**src/design/qtg_pkg.sv**
```systemverilog
// Shared types and constants of the quintic trajectory generator.
package qtg_pkg;

	localparam int DataW = 32;
	localparam int StepW = 24;
	localparam int QuoW = 32;
	localparam int CntW = $clog2(QuoW);

	localparam logic [StepW-1:0] TIME_STEP_RESET = 24'd16777;

	typedef enum logic [1:0] {
		PH_READY = 2'd0,
		PH_CALC = 2'd1,
		PH_WORK = 2'd2,
		PH_DONE = 2'd3
	} phase_t;

	typedef struct packed {
		logic start;
		logic [2*DataW-1:0] num_hi;
		logic [DataW-1:0] num_lo;
		logic [2*DataW-1:0] den;
	} div_req_t;

	typedef struct packed {
		logic done;
		logic ovf;
		logic [QuoW-1:0] quo;
	} div_res_t;

endpackage

```
**src/design/qtg_mul.sv**
```systemverilog
// Shared 32 by 32 unsigned multiplier with a registered product.
module qtg_mul (
	input logic clk,
	input logic [qtg_pkg::DataW-1:0] a,
	input logic [qtg_pkg::DataW-1:0] b,
	output logic [2*qtg_pkg::DataW-1:0] p
);

	logic [2*qtg_pkg::DataW-1:0] p_q;

	always_ff @(posedge clk) begin
		p_q <= (2*qtg_pkg::DataW)'(a) * (2*qtg_pkg::DataW)'(b);
	end

	assign p = p_q;

endmodule

```
**config.mk**
```make
export PLATFORM = sky130hd
export DESIGN_NAME = qtg_mul
export DESIGN_NICKNAME = d
export VERILOG_FILES = /design/src/design/qtg_pkg.sv /design/src/design/qtg_mul.sv
export SDC_FILE = /design/constraint.sdc
export NUM_CORES = 2
export LEC_CHECK = 0
export BUFFER_PORTS_ARGS = -buffer_cell sky130_fd_sc_hd__clkbuf_2
export CAP_MARGIN = 20
export CORE_MARGIN = 2
export CORE_UTILIZATION = 40
export CTS_CLUSTER_SIZE = 14
export DETAILED_ROUTE_END_ITERATION = 8
export PLACE_DENSITY_LB_ADDON = 0.12
export RECOVER_POWER = 100
export SLEW_MARGIN = 5
export SYNTH_ARGS = -nofsm -noshare
export SYNTH_HDL_FRONTEND = slang
export SYNTH_SLANG_ARGS = --single-unit
```
**constraint.sdc**
```tcl
create_clock -name clk -period 12.2 [get_ports clk]
set_input_delay 2.44 -clock clk [delete_from_list [all_inputs] [get_ports clk]]
set_output_delay 2.44 -clock clk [all_outputs]
set_load 0.05 [all_outputs]
```
Yosys cells after proc, flatten, opt, wreduce, memory -nomap -nowiden. Cells that the tools add are included.

Multiply operators: 1.

Operators by type and width (number): multiplier 32 x 32 -> 64 bit (1).

Word-level logic and storage cells: 2. Output and inout port bits: 64. Input bits: 65. Flip-flop bits (word level): 64.

Logic depth before layout (Yosys ltp).
Word-level depth: 1. Depth in mapped cells: 29. Depth with buffers taken out: 27.

Least setup slack after synthesis. OpenSTA, ideal clock, no wires.

Path type: in2reg. From: input port a[25] (netlist name). To: register p_q (netlist bit p[62]). Setup time: 0.072 ns. Stages on the path: 25. Required time: 12.128 ns. Slack: 3.007 ns. Buffers on the path: 2. Data arrival time: 9.121 ns. Cells stage by stage: clkbuf_1 nand2_1 fa_1 inv_1 fa_1 inv_1 fa_1 inv_1 fa_1 fa_1 fa_1 fa_1 inv_1 fa_1 inv_1 ha_1 buf_2 nand4_1 or4_1 or3_1 a31oi_1 a31o_2 a211oi_1 o21ai_1 xor2_1.

Word-level cells in the longest chain between the ends: 1.

Ends and longest elaborated chain: from (decl) (RTL line qtg_mul.sv:4) `input logic [qtg_pkg::DataW-1:0] a,`; multiplier 32 x 32 -> 64 bit (RTL line qtg_mul.sv:12) `p_q <= (2*qtg_pkg::DataW)'(a) * (2*qtg_pkg::DataW)'(b);`; to (signal assigned) (RTL line qtg_mul.sv:12); to (decl) (RTL line qtg_mul.sv:9) `logic [2*qtg_pkg::DataW-1:0] p_q;`.

Every way passes these cells.

Final worst setup path.
From: input port a[0] (netlist name). To: register p_q (netlist bit p[63]).

The elaborated chain is that of the path after synthesis.

==> results by group <==
Status
  • Run status: finished with violations
  • Failing checks: capacitance limit, slew limit

Global route
  • GRT Resource Usage Total: 24.0%
  • Pin count of the biggest net entering global routing: 33
  • Number of global-route vias before repair: 27.2k
  • Total gr overflow: 0
  • Initial antenna violation count: 2
  • Wire length of the first global-routing pass: 161000 um

Detailed routing
  • Remaining number of nets flagged by the antenna check after routing: 0
  • Via count normalized by instance count: 5.00
  • DRC viols: 0
  • Detailed Route WL: 103000 um
  • Routed length on met1: 41200 um
  • Pre-Repair DR Iteration Count: 6
  • Via total after detailed routing: 24.2k
  • DRC marker count from the first detailed-route iteration: 1129
  • Routed wl met2: 54000 um
  • WL met3: 3850 um
  • Highest routed layer: met4
  • Wirelength per Cell: 21.3 um

Critical path
  • Critical path startpoint category: input pin
  • Startpoint of the worst setup timing path: a[0]
  • Peak fanout along the critical path: 23
  • Data arrival, critical path: 11.05 ns
  • Category of the critical setup timing path: in -> reg
  • Crit path capture type: register
  • Critical Path RT: 12.48 ns

STA
  • Sum of negative setup slack: 0 ns
  • Max Slew Vio Count: 1
  • Final Hold Violating Endpoints: 0
  • Top achievable clock speed: 0.0928 GHz
  • Tightest Pin Transition: 1.49 ns
  • Final worst setup slack: 1.43 ns
  • Number of setup violations in the final report: 0
  • RSZ-0062 raised after global routing: no
  • Worst rel slew slack: -1.75%
  • Clock period minus final worst setup slack: 10.77 ns
  • Fraction of the cycle the final worst path needs: 88.3%

Synthesis
  • Count of flip-flops with a built-in enable after synthesis: 0
  • Primary FF master, synth: sky130_fd_sc_hd__dfxtp_1
  • Portion of the post-synthesis area used by sequential elements: 3.69%
  • Count of warnings emitted by yosys: 0
  • Number of nets in the synthesized netlist: 4972
  • Proportion of netlist area held by the largest area contributor: 51.7%
  • Largest area contributor in the netlist: sky130_fd_sc_hd__fa_1
  • Share of synthesized registers carrying an async set or reset: 0%
  • Flop and latch count out of synthesis: 64
  • Most common library cells after synthesis: sky130_fd_sc_hd__fa_1 (896), sky130_fd_sc_hd__inv_1 (865), sky130_fd_sc_hd__and2_1 (602)
  • Most repeated cell in the gate-level netlist after synthesis: sky130_fd_sc_hd__fa_1
  • Unique cell type count in the Yosys netlist: 57
  • Cell area after technology mapping: 34700 um2
  • Cell types with the largest area share after synthesis: sky130_fd_sc_hd__fa_1 (52%), sky130_fd_sc_hd__and2_1 (11%), sky130_fd_sc_hd__ha_1 (9.5%)
  • Cell count after synthesis: 3748
  • Synthesized area divided by synthesized cell count: 9.25 um2

Clocking
  • Level count of the clock H-tree: 3
  • Root buf cell: sky130_fd_sc_hd__clkbuf_16
  • Number of gates resized after CTS: 0
  • Post-CTS setup-driven buffer insertion count: 0
  • CTS Buf Count: 9
  • Number of buffers on the longest clock path: 2
  • Clock sink count: 64
  • Clock edge transition at the registers on the reported setup and hold paths: 0.05 ns
  • Number of buffers added to fix hold violations after cts: 0
  • CTS tree: built

Worst hold path
  • Hold Path Depth: 2
  • Hold WC Path Type: in -> reg
  • Beginning of the worst hold path: b[0]

Job
  • Max-cap violations: 1

Floorplan
  • Die X-Extent: 298 um
  • Chip Height: 298 um
  • Floorplan die area: 89100 um2
  • Initial Util: 40.5%
  • Cell Rows: 107
  • Area of the placeable core: 85500 um2
  • Number of ports placed on the die boundary: 129

Layout
  • Max reg flops: 64
  • Count of filler cells inserted in the layout: 8656
  • Share of final-layout standard cells stronger than drive strength 1: 3.08%
  • Layout-stage area growth over the synthesis result: 4.67%
  • Net count, final: 4918
  • Number of non-filler instances in the completed layout: 4846

Placement
  • Detailed placer's ending HPWL: 82300 um
  • Placed cells: 4827
  • Number of I/O port buffers: 128
  • Weighted congestion at the end of routability-driven global placement: 0.875
  • Post-placement setup slack: 1.61 ns
[critical path, cell delays in order]
cell	delay (ns)
sky130_fd_sc_hd__clkbuf_1	0.41
sky130_fd_sc_hd__clkbuf_1	1.06
sky130_fd_sc_hd__and2_0	0.26
sky130_fd_sc_hd__fa_1	0.46
sky130_fd_sc_hd__ha_1	0.24
sky130_fd_sc_hd__fa_1	0.48
sky130_fd_sc_hd__ha_1	0.22
sky130_fd_sc_hd__fa_1	0.48
sky130_fd_sc_hd__inv_1	0.05
sky130_fd_sc_hd__fa_1	0.54
sky130_fd_sc_hd__inv_1	0.05
sky130_fd_sc_hd__fa_1	0.54
sky130_fd_sc_hd__fa_1	0.48
sky130_fd_sc_hd__ha_1	0.46
sky130_fd_sc_hd__nand4_1	0.14
sky130_fd_sc_hd__a2111o_1	0.31
sky130_fd_sc_hd__a21o_1	0.20
sky130_fd_sc_hd__a21oi_1	0.21
sky130_fd_sc_hd__a31oi_1	0.23
sky130_fd_sc_hd__o31ai_1	0.80
sky130_fd_sc_hd__a21oi_1	0.38
sky130_fd_sc_hd__a221oi_1	0.36
sky130_fd_sc_hd__and4_1	0.21
[routing by layer]
layer	GRT usage, %	vias up
met4	8.23	0
met5	0	-
li1	-	10700
met2	43.6	528
met1	29.8	12800
met3	2.31	149
[cells in the final DEF (no fill, tap or decap), types with 4 or more instances in the layout]
cell type / synthesis / routed
sky130_fd_sc_hd__and2_0: 0 / 7
sky130_fd_sc_hd__fa_1: 896 / 896
sky130_fd_sc_hd__ha_1: 263 / 263
sky130_fd_sc_hd__o21bai_1: 10 / 11
sky130_fd_sc_hd__o21a_1: 9 / 9
sky130_fd_sc_hd__a221o_1: 4 / 4
sky130_fd_sc_hd__dfxtp_1: 64 / 64
sky130_fd_sc_hd__and2_1: 602 / 595
sky130_fd_sc_hd__nand4_1: 23 / 23
sky130_fd_sc_hd__xor2_1: 25 / 25
sky130_fd_sc_hd__clkbuf_1: 213 / 67
sky130_fd_sc_hd__a21oi_1: 63 / 65
sky130_fd_sc_hd__buf_4: 0 / 26
sky130_fd_sc_hd__a21o_1: 40 / 40
sky130_fd_sc_hd__nand3_1: 10 / 10
sky130_fd_sc_hd__nor3_1: 7 / 7
sky130_fd_sc_hd__o21ai_0: 21 / 23
sky130_fd_sc_hd__xnor2_1: 35 / 35
sky130_fd_sc_hd__and3_1: 14 / 14
sky130_fd_sc_hd__a31oi_1: 12 / 12
sky130_fd_sc_hd__nor2_1: 20 / 20
sky130_fd_sc_hd__clkbuf_2: 0 / 63
sky130_fd_sc_hd__inv_1: 865 / 865
sky130_fd_sc_hd__nand2_1: 480 / 480
sky130_fd_sc_hd__clkbuf_16: 0 / 9
[area by class of cell]
cell class	count	area (um2)	share of cell area (%)
clock buffer	12	256	0.707
sequential	64	1280	3.53
inverter	865	3250	8.95
antenna	3	7.51	0.0207
clock inverter	4	76.3	0.210
multi-input combinational	2599	29200	80.6
timing repair buffer	155	758	2.09
tap	1144	1430	3.94
[through the flow]
stage / hold slack (ns) / instance area [um2] / utilization (%)
after detailed placement: 2.94 / 36100 / 42.2
after CTS: 2.69 / 36500 / 42.6
after global routing: 2.72 / 36300 / 42.4
after floorplan: 2.57 / 34700 / -
after global placement: 2.94 / 36100 / 42.2
final: 2.71 / 36300 / 42.4
[logic make-up after synthesis]
| kind of cell | Yosys count | share of synthesized area (%) |
|---|---|---|
| buffers and inverters | 1085 | 11.8 |
| AO/OA/AOI/OAI | 202 | 4.15 |
| adder cells (fa/ha/maj) | 1159 | 61.2 |
| flip-flops | 64 | 3.69 |
| AND/OR/NAND/NOR | 1177 | 17.6 |
| XOR/XNOR | 60 | 1.52 |
| multiplexers | 1 | 0.0289 |
[path summary, 6_finish.rpt]
| kind | to | slack, ns |
|---|---|---|
| setup / recovery | p[63]$_DFF_P_ | 1.43 |
| hold / removal | p[0]$_DFF_P_ | 2.71 |
Power is left out: the tool's default activity adds up to more than one toggle a clock period on the data nets, which glitch-free logic cannot reach.
