<file path="config.mk">
export PLATFORM = sky130hd
export DESIGN_NAME = qtg_div
export DESIGN_NICKNAME = d
export VERILOG_FILES = /design/src/design/qtg_pkg.sv /design/src/design/qtg_div.sv
export SDC_FILE = /design/constraint.sdc
export NUM_CORES = 1
export LEC_CHECK = 0
export BUFFER_PORTS_ARGS = -buffer_cell sky130_fd_sc_hd__buf_2
export CAP_MARGIN = 20
export CORE_ASPECT_RATIO = 2
export CORE_UTILIZATION = 34
export CTS_BUF_LIST = sky130_fd_sc_hd__clkbuf_16
export CTS_CLUSTER_SIZE = 30
export DETAILED_ROUTE_END_ITERATION = 10
export PLACE_DENSITY_LB_ADDON = 0.25
export SYNTH_ARGS = -nofsm -noshare
export SYNTH_HDL_FRONTEND = slang
export SYNTH_SLANG_ARGS = --single-unit
</file>
<file path="constraint.sdc">
create_clock -name clk -period 6.5 [get_ports clk]
set_input_delay 0.325 -clock clk [delete_from_list [all_inputs] [get_ports clk]]
set_output_delay 0.325 -clock clk [all_outputs]
set_load 0.01 [all_outputs]
</file>
<file path="src/design/qtg_pkg.sv">
// Shared types and constants of the quintic trajectory generator.
package qtg_pkg;

	localparam int DataW = 32;
	localparam int StepW = 24;
	localparam int QuoW = 32;
	localparam int CntW = $clog2(QuoW);

	localparam logic [StepW-1:0] TIME_STEP_RESET = 24'd16777;

	typedef enum logic [1:0] {
		PH_READY = 2'd0,
		PH_CALC = 2'd1,
		PH_WORK = 2'd2,
		PH_DONE = 2'd3
	} phase_t;

	typedef struct packed {
		logic start;
		logic [2*DataW-1:0] num_hi;
		logic [DataW-1:0] num_lo;
		logic [2*DataW-1:0] den;
	} div_req_t;

	typedef struct packed {
		logic done;
		logic ovf;
		logic [QuoW-1:0] quo;
	} div_res_t;

endpackage

</file>
<file path="src/design/qtg_div.sv">
// Restoring divider, one quotient bit per cycle, with overflow detection.
module qtg_div (
	input logic clk,
	input logic arst_n,
	input qtg_pkg::div_req_t req,
	output qtg_pkg::div_res_t res
);

	localparam int W = qtg_pkg::DataW;

	logic busy_q, done_q, ovf_q;
	logic [qtg_pkg::CntW-1:0] cnt_q;
	logic [2*W-1:0] rem_q, den_q, rem_n;
	logic [qtg_pkg::QuoW-1:0] lo_q;
	logic [2*W:0] r2;
	logic ge;

	// Shift in the next dividend bit and try the subtraction.
	assign r2 = {rem_q, lo_q[qtg_pkg::QuoW-1]};
	assign ge = r2 >= {1'b0, den_q};
	assign rem_n = ge ? (2*W)'(r2 - {1'b0, den_q}) : r2[2*W-1:0];

	always_ff @(posedge clk or negedge arst_n) begin
		if (!arst_n) begin
			busy_q <= 1'b0;
			done_q <= 1'b0;
			cnt_q <= '0;
		end else if (req.start) begin
			busy_q <= 1'b1;
			done_q <= 1'b0;
			cnt_q <= '0;
		end else if (busy_q) begin
			cnt_q <= cnt_q + 1'b1;
			if (cnt_q == qtg_pkg::CntW'(qtg_pkg::QuoW - 1)) begin
				busy_q <= 1'b0;
				done_q <= 1'b1;
			end
		end else begin
			done_q <= 1'b0;
		end
	end

	always_ff @(posedge clk) begin
		if (req.start) begin
			rem_q <= req.num_hi;
			lo_q <= req.num_lo;
			den_q <= req.den;
			ovf_q <= req.num_hi >= req.den;
		end else if (busy_q) begin
			rem_q <= rem_n;
			lo_q <= {lo_q[qtg_pkg::QuoW-2:0], ge};
		end
	end

	assign res.done = done_q;
	assign res.ovf = ovf_q;
	assign res.quo = lo_q;

endmodule

</file>
* Word level (Yosys, flattened, before mapping) *
Cells that the tools add are included.

operators by class
  add/sub/neg operators = 2
  order comparisons = 2
  equality and inequality tests = 2
  muxes and demuxes = 13
  reductions and logical operators = 1

operator list
  operator                                                                  count
  64-bit two-way mux                                                        3
  65-bit by 64-bit greater-or-equal comparator with 1-bit output            1
  64-bit greater-or-equal comparator                                        1
  32-bit two-way mux                                                        2
  64-bit subtractor                                                         1
  5-bit two-way mux                                                         2
  1-bit two-way mux                                                         6
  5-bit by 1-bit adder with 5-bit output (second input constant)            1
  5-bit equality test (second input constant)                               1
  3-bit by 2-bit inequality test with 1-bit output (second input constant)  1
  2-bit nonzero test                                                        1

storage, ports and cells
  flip-flop bits (word level) = 168
  input bits = 163
  output and inout bits = 34
  word-level logic and storage cells = 27

* Logic depth before layout (Yosys ltp) *
Gate-level depths: netlist (run 1).

  word-level depth = 4
  gate-level depth with buffers = 15
  mapped depth without buffers = 14

* Worst setup path before layout (run 1) *
No wires, ideal clock.

  path type = reg2reg
  start = register lo_q[31] in the netlist's numbering
  end = register rem_q[48] (data pin)
  setup time = 0.260 ns
  data arrival time = 3.218 ns
  required time = 6.240 ns
  slack = 3.023 ns
  cell stages (with the launch flop) = 15
  path buffers = 0
  clock period less this slack = 3.477 ns
  path through = edfxtp_1 inv_1 ha_1 inv_1 fa_1 a21oi_1 o211ai_1 a211oi_2 o31ai_2 a221oi_2 o31ai_1 a41oi_2 xnor2_1 mux2_2 mux2_2

on the way
  cells in the longest elaborated chain, start to end = 4
  elaborated cells on any way between the ends = 5
  classes of those cells = add/sub (1); order compare (1); mux (3)

RTL lines
  what                                                                                                 RTL line                      source
  from (decl)                                                                                          qtg_div.sv:14                 logic [qtg_pkg::QuoW-1:0] lo_q;
  from (signal assigned)                                                                               qtg_div.sv:46                 lo_q <= req.num_lo;
  from (signal assigned)                                                                               qtg_div.sv:51                 lo_q <= {lo_q[qtg_pkg::QuoW-2:0], ge};
  64-bit subtractor or 65-bit by 64-bit greater-or-equal comparator with 1-bit output (tied branches)  qtg_div.sv:21, qtg_div.sv:20
  64-bit two-way mux *                                                                                 qtg_div.sv:21                 assign rem_n = ge ? (2*W)'(r2 - {1'b0, den_q}) : r2[2*W-1:0];
  64-bit two-way mux *                                                                                 qtg_div.sv:49                 end else if (busy_q) begin
  64-bit two-way mux *                                                                                 qtg_div.sv:44                 if (req.start) begin
  to (signal assigned)                                                                                 qtg_div.sv:45                 rem_q <= req.num_hi;
  to (signal assigned)                                                                                 qtg_div.sv:50                 rem_q <= rem_n;
  to (decl)                                                                                            qtg_div.sv:13                 logic [2*W-1:0] rem_q, den_q, rem_n;

Mark *: on every way between the ends. The rest lies on a longest branch, timed or not. The select of a mux whose other input is x is not followed.
A chain may end at the register's enable or synchronous reset.

* Final worst setup path (run 1) *
  start = register rem_q[0]
  end = register rem_q[48] (data pin)

on the way
  cells in the longest elaborated chain, start to end = 4
  elaborated cells on any way between the ends = 5
  classes of those cells = add/sub (1); order compare (1); mux (3)

RTL lines
  what                                                                                                 RTL line
  64-bit subtractor or 65-bit by 64-bit greater-or-equal comparator with 1-bit output (tied branches)  qtg_div.sv:21, qtg_div.sv:20
  64-bit two-way mux *                                                                                 qtg_div.sv:21
  64-bit two-way mux *                                                                                 qtg_div.sv:49
  64-bit two-way mux *                                                                                 qtg_div.sv:44

Marked as above.

==> results of run 1 <==
flip-flops by register name (all words and copies together), names as in the netlist:
signal  cells
busy_q      1
ovf_q       1
done_q      1
lo_q       32
den_q      64
cnt_q       5
rem_q      64
how the worst max path moves through the flow:
stage	depth (start not counted)	slack [ns]	start	to
2_1_floorplan	14	3.02	lo_q[31]	rem_q[48]
6_report	11	2.35	rem_q[0]	rem_q[48]
3_3_place_gp	11	2.43	rem_q[4]	rem_q[46]
3_5_place_dp	11	2.35	rem_q[4]	rem_q[46]
4_1_cts	11	2.32	rem_q[4]	rem_q[46]
5_1_grt	11	2.14	rem_q[0]	rem_q[43]
worst max-delay path, stage by stage, from the launching register on:
cell and delay, ns:
edfxtp_1 0.45, ha_1 0.44, nand3b_1 0.13, a21oi_1 0.23, o311ai_2 0.17, a2111oi_4 0.50, o21ai_2 0.16, a21oi_4 0.23
o211ai_4 0.18, nand2_4 0.66, mux2_2 0.41, mux2_2 0.26
cells in the final DEF (no fill, tap or decap), drive strengths merged, types with 4 or more instances in the layout:
master and count:
nand2 79, nor3b 6, a21oi 125, dfrtp 7
and2 6, a31oi 5, a211oi 8, nand4 36
nor4 8, o21ai 56, clkbuf 17, and3 11
o21a 6, mux2i 7, ha 130, edfxtp 161
buf 200, xor2 20, o21bai 17, and4 4
nand3 22, nand2b 11, mux2 111, xnor2 35
a21o 52, nor2b 18, inv 157, nor2 49
clkinv 5, a221o 4, o31ai 9, or3 4
nor3 14, o211ai 7
power breakdown:
part	switching, mW	internal (mW)	total, mW
combinational	1.97	1.53	3.50
clock	0.477	0.575	1.05
sequential	0.149	1.55	1.70
total	2.59	3.65	6.25
through the flow:
stage          cells  setup WS (ns)  cell area [µm²]  power [mW]  hold slack (ns)
2_1_floorplan   1275           3.02            12800        4.33           0.0294
3_3_place_gp    1884           2.43            14200        5.17            0.164
3_5_place_dp    1884           2.35            14200        5.20            0.168
4_1_cts         1917           2.32            14800        6.29           0.0302
5_1_grt         1918           2.14            14800        6.70           0.0473
6_report        1918           2.35            14800        6.25           0.0582
cell families after synthesis:
family	count (synthesis)	share of synthesized area [%]
buffers and inverters	200	6.19
DFF	168	39.1
xor gates and xnor gates	55	3.76
muxes	118	10.3
and+or+nand+nor	281	11.3
adders and majority gates	131	12.9
AOI/OAI and AO/OA	322	16.4
final cells by class:
class / count / area (µm²)
Clock buffer: 17 / 425
Fill cell: 3683 / 22400
Multi-Input combinational cell: 907 / 7010
Inverter: 150 / 563
Clock inverter: 15 / 166
Timing Repair Buffer: 201 / 1030
Tap cell: 459 / 574
Antenna cell: 1 / 2.50
Sequential cell: 168 / 5010
metal layers:
metal  track usage [%]  vias to the layer above
li1                  -                     5014
met1              17.8                     4865
met2              40.1                      187
met3              1.96                       52
met4              9.15                        0
met5                 0                        -
timing repair:
item,CTS,global route
hold buffers,1,0
buffers inserted,0,0
endpoints found under the hold margin,7,0
==> flow_metrics.env, run 1 <==
export IMPL_min_path_type="input port to flop"
export IMPL_h_tree_depth=4
export IMPL_required_ns=6.69
export IMPL_cts_root_buf="clkbuf_16"
export IMPL_synth_edff_count=161
export IMPL_synth_async_reset_ratio_pct=4.17
export IMPL_max_slew_worst_pin_slew_ns=0.845
export IMPL_antenna_found_initial=1
export IMPL_ys_types=79
export IMPL_cts_made_buffers=17
export IMPL_finalCriticalPeriod_ns=4.15
export IMPL_ir_drop_uv=212
export IMPL_cp_arrival_ns=4.35
export IMPL_rsz0062_at_grt="false"
export IMPL_wl_per_cell_um=18.9
export IMPL_fp_dieW_um=139
export IMPL_grt_pass1_wl_mm=56.5
export IMPL_cts_clk_slew_worst_paths_ns=0.07
export IMPL_reg2reg_depth=11
export IMPL_cts_tree="yes"
export IMPL_syn_avg_cell_area_um2=10.0
export IMPL_fmax_mhz=241
export IMPL_rows=100
export IMPL_grt_max_degree=77
export IMPL_yosysWarnings=0
export IMPL_port_buffers=196
export IMPL_die_area_mm2=0.0385
export IMPL_cp_start_kind="flop"
export IMPL_vias=10100
export IMPL_postCtsResizedCells=0
export IMPL_path_max_fanout=58
export IMPL_top_layer_used="met4"
export IMPL_rr_startpoint="rem_q[0]"
export IMPL_final_nets=1739
export IMPL_initial_core_util_pct=34.4
export IMPL_clock_sinks=168
export IMPL_synth_top_cells_by_area="edfxtp_1 38%, ha_1 13%, mux2_2 9.4%"
export IMPL_vias_per_cell=5.28
export IMPL_dp_hpwl_mm=29.2
export IMPL_first_iter_violations=459
export IMPL_synth_cells=1275
export IMPL_crit_type="flop to flop"
export IMPL_drc=8
export IMPL_finalCritPeriodShare_pct=63.9
export IMPL_grt_usage_pct=19.2
export IMPL_synth_area_mm2=0.0128
export IMPL_critPathCaptureType="flop"
export IMPL_utilization_pct=39.8
export IMPL_setup_viol=0
export IMPL_clock_tree_buffer_depth=2
export IMPL_hold_viol_final=0
export IMPL_grt_ovfl_total=0
export IMPL_synth_yosys_seq_area_share_pct=39.1
export IMPL_grt_pass1_vias=10700
export IMPL_timing_rr_end="rem_q[48]"
export IMPL_leakage_nw=6.66
export IMPL_clock_latency_ns=0.45
export IMPL_met3_length_um=779
export IMPL_core_mm2=0.0372
export IMPL_die_h_um=276
export IMPL_synth_most_common_cell="edfxtp_1"
export IMPL_ys_top_cells_by_count="161 x edfxtp_1, 149 x inv_1, 130 x ha_1, 124 x a21oi_1, 107 x mux2_2"
export IMPL_met2_length_mm=21.6
export IMPL_slew_headroom_pct=43.7
export IMPL_skew_ns=0.0118
export IMPL_violations="design-rule violations"
export IMPL_ioPinCount=197
export IMPL_hold_path_depth=1
export IMPL_maxSlewViolCount=0
export IMPL_hold_start="req[6]"
export IMPL_synthFlopType="edfxtp_1"
export IMPL_areaGrowthSynthToFinish_pct=15.4
export IMPL_finalSetupTns_ns=0
export IMPL_synth_largest_area_cell="edfxtp_1"
export IMPL_synth_fp_nets=1569
export IMPL_wl_met1_mm=12.6
export IMPL_max_cap_violations=0
export IMPL_rrSetupSlack_ns=2.35
export IMPL_synth_top_area_share_pct=37.8
export IMPL_routed_wl_mm=36.2
export IMPL_min_to="den_q[6]"
export IMPL_gp_congestion=0.912
export IMPL_synth_seq_cells=168
export IMPL_dr_pass1_iters=8
export IMPL_ant_nets=0
export IMPL_outcome="complete, but fails checks"
export IMPL_power_density_mw_per_mm2=423
export IMPL_drive_gt1_share_pct=24.5
Note: power is estimated with default switching activity, not from simulation.
==> run 2, diff against run 1 <==
Settings changed: ABC_AREA from default to 1.
Clock period 6.5 ns to 3.6 ns, I/O delays scaled along.
==> run 2 against run 1 <==
Effect of this change:
- the run now ends clean
- sequential power increased by 77%
- sequential share of layout area decreased by 7.3 points
- core utilization up 3.0 points
- wire length grew 55%
- first-iteration DRC count increased by 24%
- cell count increased by 65%
- flip-flop and latch count is the same
- critical path type unchanged
==> flow_metrics.env, run 2 <==
export IMPL_max_slew_worst_pin_slew_ns=0.785
export IMPL_grt_ovfl_total=0
export IMPL_drive_gt1_share_pct=11.6
export IMPL_fmax_mhz=300
export IMPL_path_cells="ha_1 > nand2_1 > inv_1 > nand2_1 > nand2_1 > inv_2 > nand3_2 > nand2_1 > nand2_2 > nand2_1 > nand2_1 > nand2_2 > buf_4 > nand3b_1 > nand3_1 > nand2_1"
export IMPL_cp_start_kind="flop"
export IMPL_final_cells=3174
export IMPL_die_area_mm2=0.0454
export IMPL_diodes=0
export IMPL_finalCriticalPeriod_ns=3.34
export IMPL_synth_yosys_seq_area_share_pct=33.1
export IMPL_max_cap_violations=0
export IMPL_finalCritPeriodShare_pct=92.7
export IMPL_grt_pass1_wl_mm=85.1
export IMPL_vias_per_cell=4.70
export IMPL_fin_ws_ns=0.261
export IMPL_ir_drop_uv=407
export IMPL_cpMostUsedCell="nand2_1"
export IMPL_reg_largest_list="den_q (64), rem_q (64), lo_q (32)"
export IMPL_cp_arrival_ns=3.54
export IMPL_cts_clk_slew_worst_paths_ns=0.09
export IMPL_min_path_type="input port to flop"
export IMPL_syn_avg_cell_area_um2=6.67
export IMPL_hold_viol_final=0
export IMPL_grt_usage_pct=25.7
export IMPL_wl_per_cell_um=17.7
export IMPL_final_nets=2900
export IMPL_port_buffers=196
export IMPL_antenna_found_initial=0
export IMPL_synth_seq_cells=168
export IMPL_die_h_um=300
export IMPL_core_mm2=0.0441
export IMPL_leakage_nw=10.3
export IMPL_clock_tree_buffer_depth=2
export IMPL_cts_tree="yes"
export IMPL_crit_type="flop to flop"
export IMPL_rsz0062_at_grt="false"
export IMPL_dr_pass1_iters=5
export IMPL_areaGrowthSynthToFinish_pct=24.7
export IMPL_synthFlopType="edfxtp_1"
export IMPL_total_power_mw=13.3
export IMPL_h_tree_depth=4
export IMPL_outcome="finished clean"
export IMPL_postCtsResizedCells=0
export IMPL_slowest_delay_ns=0.60
export IMPL_final_cell_mix="934 x nand2_1, 447 x inv_1, 195 x buf_2, 161 x edfxtp_1, 140 x dlygate4sd3_1"
export IMPL_synth_async_reset_ratio_pct=4.17
export IMPL_initial_core_util_pct=34.3
export IMPL_ant_nets=0
export IMPL_path_delay_family="simple AND/OR/NAND/NOR gates"
export IMPL_layout_commonest_cell="nand2_1"
export IMPL_grt_max_degree=100
export IMPL_first_iter_violations=569
export IMPL_cts_made_buffers=17
export IMPL_cts_root_buf="clkbuf_16"
export IMPL_drc=0
export IMPL_routed_wl_mm=56.2
export IMPL_path_buf_inv=3
export IMPL_place_inst=3002
export IMPL_synth_edff_count=161
export IMPL_synth_most_common_cell="nand2_1"
export IMPL_pre_cts_ws_ns=0.275
export IMPL_path_max_fanout=50
export IMPL_clock_latency_ns=0.48
export IMPL_ys_types=42
export IMPL_dp_hpwl_mm=46.9
export IMPL_synth_cells=2267
export IMPL_synth_top_area_share_pct=32.0
export IMPL_synth_top_cells_by_area="edfxtp_1 32%, nand2_1 23%, inv_1 11%"
export IMPL_power_density_mw_per_mm2=705
export IMPL_skew_ns=0.0175
export IMPL_ys_top_cells_by_count="934 x nand2_1, 449 x inv_1, 161 x edfxtp_1, 130 x ha_1, 117 x nor2_1"
export IMPL_critPathCaptureType="flop"
export IMPL_synth_area_mm2=0.0151
export IMPL_grt_pass1_vias=15600
export IMPL_setup_viol=0
export IMPL_gp_congestion=1.01
export IMPL_rows=109
export IMPL_clock_sinks=168
export IMPL_maxSlewViolCount=0
export IMPL_fp_dieW_um=151
export IMPL_crit_slowest_cell="buf_4"
export IMPL_yosysWarnings=0
export IMPL_synth_largest_area_cell="edfxtp_1"
export IMPL_slew_headroom_pct=47.6
export IMPL_ioPinCount=197
export IMPL_vias=14900
export IMPL_finalSetupTns_ns=0
export IMPL_synth_fp_nets=2561
export IMPL_required_ns=3.80
-- run 2: cell types whose count changed after synthesis, sizes merged, moves of 18 or more --
cell / change
nor2b: -18
xor2: -19
a21o: -51
nor2: +79
inv: +315
nand3: +95
nand2: +861
o21ai: -31
nand3b: +59
a21oi: -46
mux2: -111
-- run 2: metrics by stage --
stage                     hold WS [ns]  instance area, µm²  utilization, %
after global routing            0.0224               18800            42.8
after CTS                      0.00180               18800            42.8
after detailed placement        0.0270               16800            38.2
after floorplan                 -0.116               15100               -
final                           0.0167               18800            42.8
after global placement          0.0198               16800            38.2
-- run 2: what timing repair did --
item / CTS / global route
setup buffers: 0 / 0
hold buffers: 140 / 0
endpoints found under the hold margin: 146 / 0
-- run 2: final timing paths --
check	start	to	slack (ns)	cells past startpoint
setup / recovery	rem_q[6]	rem_q[39]	0.26	16
hold / removal	req[97]	rem_q[1]	0.02	3
setup reg to reg	rem_q[6]	rem_q[39]	0.26	16
hold reg to reg	cnt_q[4]	cnt_q[4]	0.49	2
max in group asynchronous	arst_n	cnt_q[3]	3.36	2
min in group asynchronous	arst_n	done_q	0.06	2
-- run 2: final cells by class --
class                   count  area, µm²
fillers                  4683      25200
multi-input cells        1590       8100
flip-flops and latches    168       5010
repair buffers            362       2650
inverters                 467       1750
well taps                 555        694
clock buffers              17        425
clock inverters            15        216
-- run 2: worst register-to-register path, stage by stage (launching register included) --
cell      delay (ns)
edfxtp_1        0.40
ha_1            0.36
nand2_1         0.14
inv_1           0.05
nand2_1         0.06
nand2_1         0.11
inv_2           0.08
nand3_2         0.14
nand2_1         0.11
nand2_2         0.09
nand2_1         0.16
nand2_1         0.16
nand2_2         0.17
buf_4           0.60
nand3b_1        0.18
nand3_1         0.11
nand2_1         0.15
-- run 2: logic make-up (layout without fill, tap and decap cells) --
logic type | Yosys count | after routing | share of synthesized area (%)
adder cells (fa/ha/maj) | 131 | 131 | 10.9
AO/OA/AOI/OAI | 128 | 128 | 4.66
XOR/XNOR | 32 | 32 | 1.85
flip-flops | 168 | 168 | 33.1
AND/OR/NAND/NOR | 1299 | 1299 | 36.2
buffers and inverters | 509 | 861 | 13.3
-- run 2: power breakdown --
part | switching (mW) | internal [mW] | total, mW
clock network | 1.05 | 0.966 | 2.01
registers | 0.259 | 2.76 | 3.01
logic | 5.44 | 2.82 | 8.26
-- run 2: metal layers --
layer	vias to the layer above	track usage [%]	part of all wire, %
met5	-	0	0
met4	0	17.4	7.0
met3	112	2.35	2.3
met2	313	51.5	56
met1	6768	23.5	34
li1	7710	-	-
==> run 3, diff against run 2 <==
Settings changed: REMOVE_ABC_BUFFERS from default to 1.
==> run 3 against run 2 <==
Effect of this change:
- non-clock buffer count is 20 lower
- clock-buffer cell count stayed put
- register-to-register slack better by 0.10 ns
- critical path type unchanged
- sequential power hardly changed
- first-iteration DRC count is 14% higher
- cell count is 0.63% lower
- maximum frequency is 3.2% higher
==> flow_metrics.env, run 3 (synthesis results as in run 2) <==
export IMPL_layout_commonest_cell="nand2_1"
export IMPL_grt_pass1_wl_mm=87.7
export IMPL_p_comb_share_pct=62.3
export IMPL_outcome="finished clean"
export IMPL_rrSetupSlack_ns=0.37
export IMPL_vias=15000
export IMPL_met2_usage_pct=53.9
export IMPL_drc=0
export IMPL_path_buf_inv=1
export IMPL_place_inst=3002
export IMPL_h_tree_depth=4
export IMPL_clock_tree_buffer_depth=2
export IMPL_grt_pass1_vias=15600
export IMPL_leakage_nw=10.3
export IMPL_areaGrowthSynthToFinish_pct=23.3
export IMPL_skew_ns=0.0194
export IMPL_final_cells=3154
export IMPL_finalCriticalPeriod_ns=3.23
export IMPL_clock_sinks=168
export IMPL_cts_made_buffers=17
export IMPL_critPathCaptureType="flop"
export IMPL_core_mm2=0.0441
export IMPL_dp_hpwl_mm=49.2
export IMPL_pre_cts_ws_ns=0.268
export IMPL_grt_usage_pct=26.8
export IMPL_reg_largest_list="den_q (64), rem_q (64), lo_q (32)"
export IMPL_path_delay_family="simple AND/OR/NAND/NOR gates"
export IMPL_finalCritPeriodShare_pct=89.8
export IMPL_slew_headroom_pct=42.3
export IMPL_num_fill_cells=4747
export IMPL_max_slew_worst_pin_slew_ns=0.858
export IMPL_rsz0062_at_grt="false"
export IMPL_diodes=0
export IMPL_final_cell_mix="934 x nand2_1, 447 x inv_1, 195 x buf_2, 161 x edfxtp_1, 130 x ha_1"
export IMPL_grt_busiest_layer="met2"
export IMPL_slowest_delay_ns=0.47
export IMPL_cts_root_buf="clkbuf_16"
export IMPL_use_met1_pct=24.2
export IMPL_antenna_found_initial=0
export IMPL_p_sw_mw=6.93
export IMPL_ant_nets=0
export IMPL_required_ns=3.83
export IMPL_finalSetupTns_ns=0
export IMPL_total_power_mw=13.5
export IMPL_rows=109
export IMPL_fmax_mhz=309
export IMPL_path_max_fanout=50
export IMPL_port_buffers=196
export IMPL_postCtsResizedCells=0
export IMPL_gp_congestion=0.971
export IMPL_utilization_pct=42.3
export IMPL_vias_per_cell=4.75
export IMPL_postCtsSetupBuffers=0
export IMPL_clkPwrFrac_pct=15.3
export IMPL_swShare_pct=51.5
export IMPL_max_cap_violations=0
export IMPL_multi_input_area_mm2=0.00810
export IMPL_ff_latch_area_mm2=0.00501
export IMPL_routed_wl_mm=58.8
export IMPL_initial_core_util_pct=34.3
export IMPL_first_iter_violations=648
export IMPL_path_cells="ha_1 > a21oi_1 > nand2_1 > nand2_1 > nand2_1 > a21oi_1 > nand2_1 > nor2_4 > buf_12 > nand3b_1 > nand3_1 > nand2_1"
export IMPL_cp_arrival_ns=3.46
export IMPL_maxSlewViolCount=0
export IMPL_ir_drop_uv=361
export IMPL_final_nets=2880
export IMPL_clock_latency_ns=0.49
export IMPL_die_area_mm2=0.0454
export IMPL_cts_clk_slew_worst_paths_ns=0.09
export IMPL_die_h_um=300
export IMPL_ioPinCount=197
export IMPL_hold_viol_final=0
export IMPL_dr_pass1_iters=5
export IMPL_setup_viol=0
export IMPL_fin_ws_ns=0.366
export IMPL_use_met3_pct=2.70
export IMPL_drive_gt1_share_pct=11.7
export IMPL_wl_per_cell_um=18.7
export IMPL_power_density_mw_per_mm2=722
export IMPL_cts_tree="yes"
export IMPL_cpMostUsedCell="nand2_1"
export IMPL_seqPwrFrac_pct=22.4
export IMPL_min_path_type="input port to flop"
export IMPL_intPower_mw=6.54
export IMPL_grt_ovfl_total=0
export IMPL_fp_dieW_um=151
export IMPL_grt_max_degree=65
export IMPL_crit_type="flop to flop"
export IMPL_cp_start_kind="flop"
export IMPL_crit_slowest_cell="a21oi_1"
run 3: final timing paths:
kind | startpoint | to | cells past startpoint
setup / recovery | rem_q[51] | rem_q[36] | 12
hold / removal | req[157] | rem_q[61] | 3
setup reg to reg | rem_q[51] | rem_q[36] | 12
hold reg to reg | cnt_q[4] | cnt_q[4] | 2
max in group asynchronous | arst_n | cnt_q[3] | 2
min in group asynchronous | arst_n | busy_q | 2
run 3: stage by stage:
stage          hold WS [ns]  area (µm²)
2_1_floorplan        -0.116       14900
4_1_cts             0.00134       18600
3_5_place_dp         0.0280       16800
3_3_place_gp         0.0232       16800
6_report            0.00586       18600
5_1_grt             0.00595       18600
run 3: final cells by class:
cell class	count	share of cell area (%)
multi-input cells	1590	43.5
inverters	467	9.42
clock inverters	15	1.19
repair buffers	342	13.1
well taps	555	3.72
clock buffers	17	2.28
flip-flops and latches	168	26.9
run 3: worst register-to-register path, delay by kind of cell (launching register included):
kind	cells	cell delay [ns]
adders and majority gates	1	0.40
and+or+nand+nor	8	1.24
AOI/OAI and AO/OA	2	0.66
DFF	1	0.43
buffers and inverters	1	0.26
run 3: per-layer routing:
layer  share of wire, %  routed length [µm]
met3                2.0                1180
met1                 34               20200
met4                7.1                4170
met5                  0                   0
met2                 57               33300
run 3: timing repair:
item,4_1_cts,5_1_grt
hold endpoints to repair,126,0
setup endpoints to repair,0,0
hold buffers,120,0
run 3: power by group through the flow:
| stage | sequential [mW] | combinational, mW | clock, mW |
|---|---|---|---|
| 6_report | 3.02 | 8.39 | 2.05 |
| 5_1_grt | 3.07 | 9.28 | 2.18 |
| 4_1_cts | 3.02 | 8.48 | 2.10 |
| 3_5_place_dp | 3.05 | 8.35 | 0 |
| 3_3_place_gp | 3.05 | 8.33 | 0 |
| 2_1_floorplan | 2.98 | 5.31 | 0 |
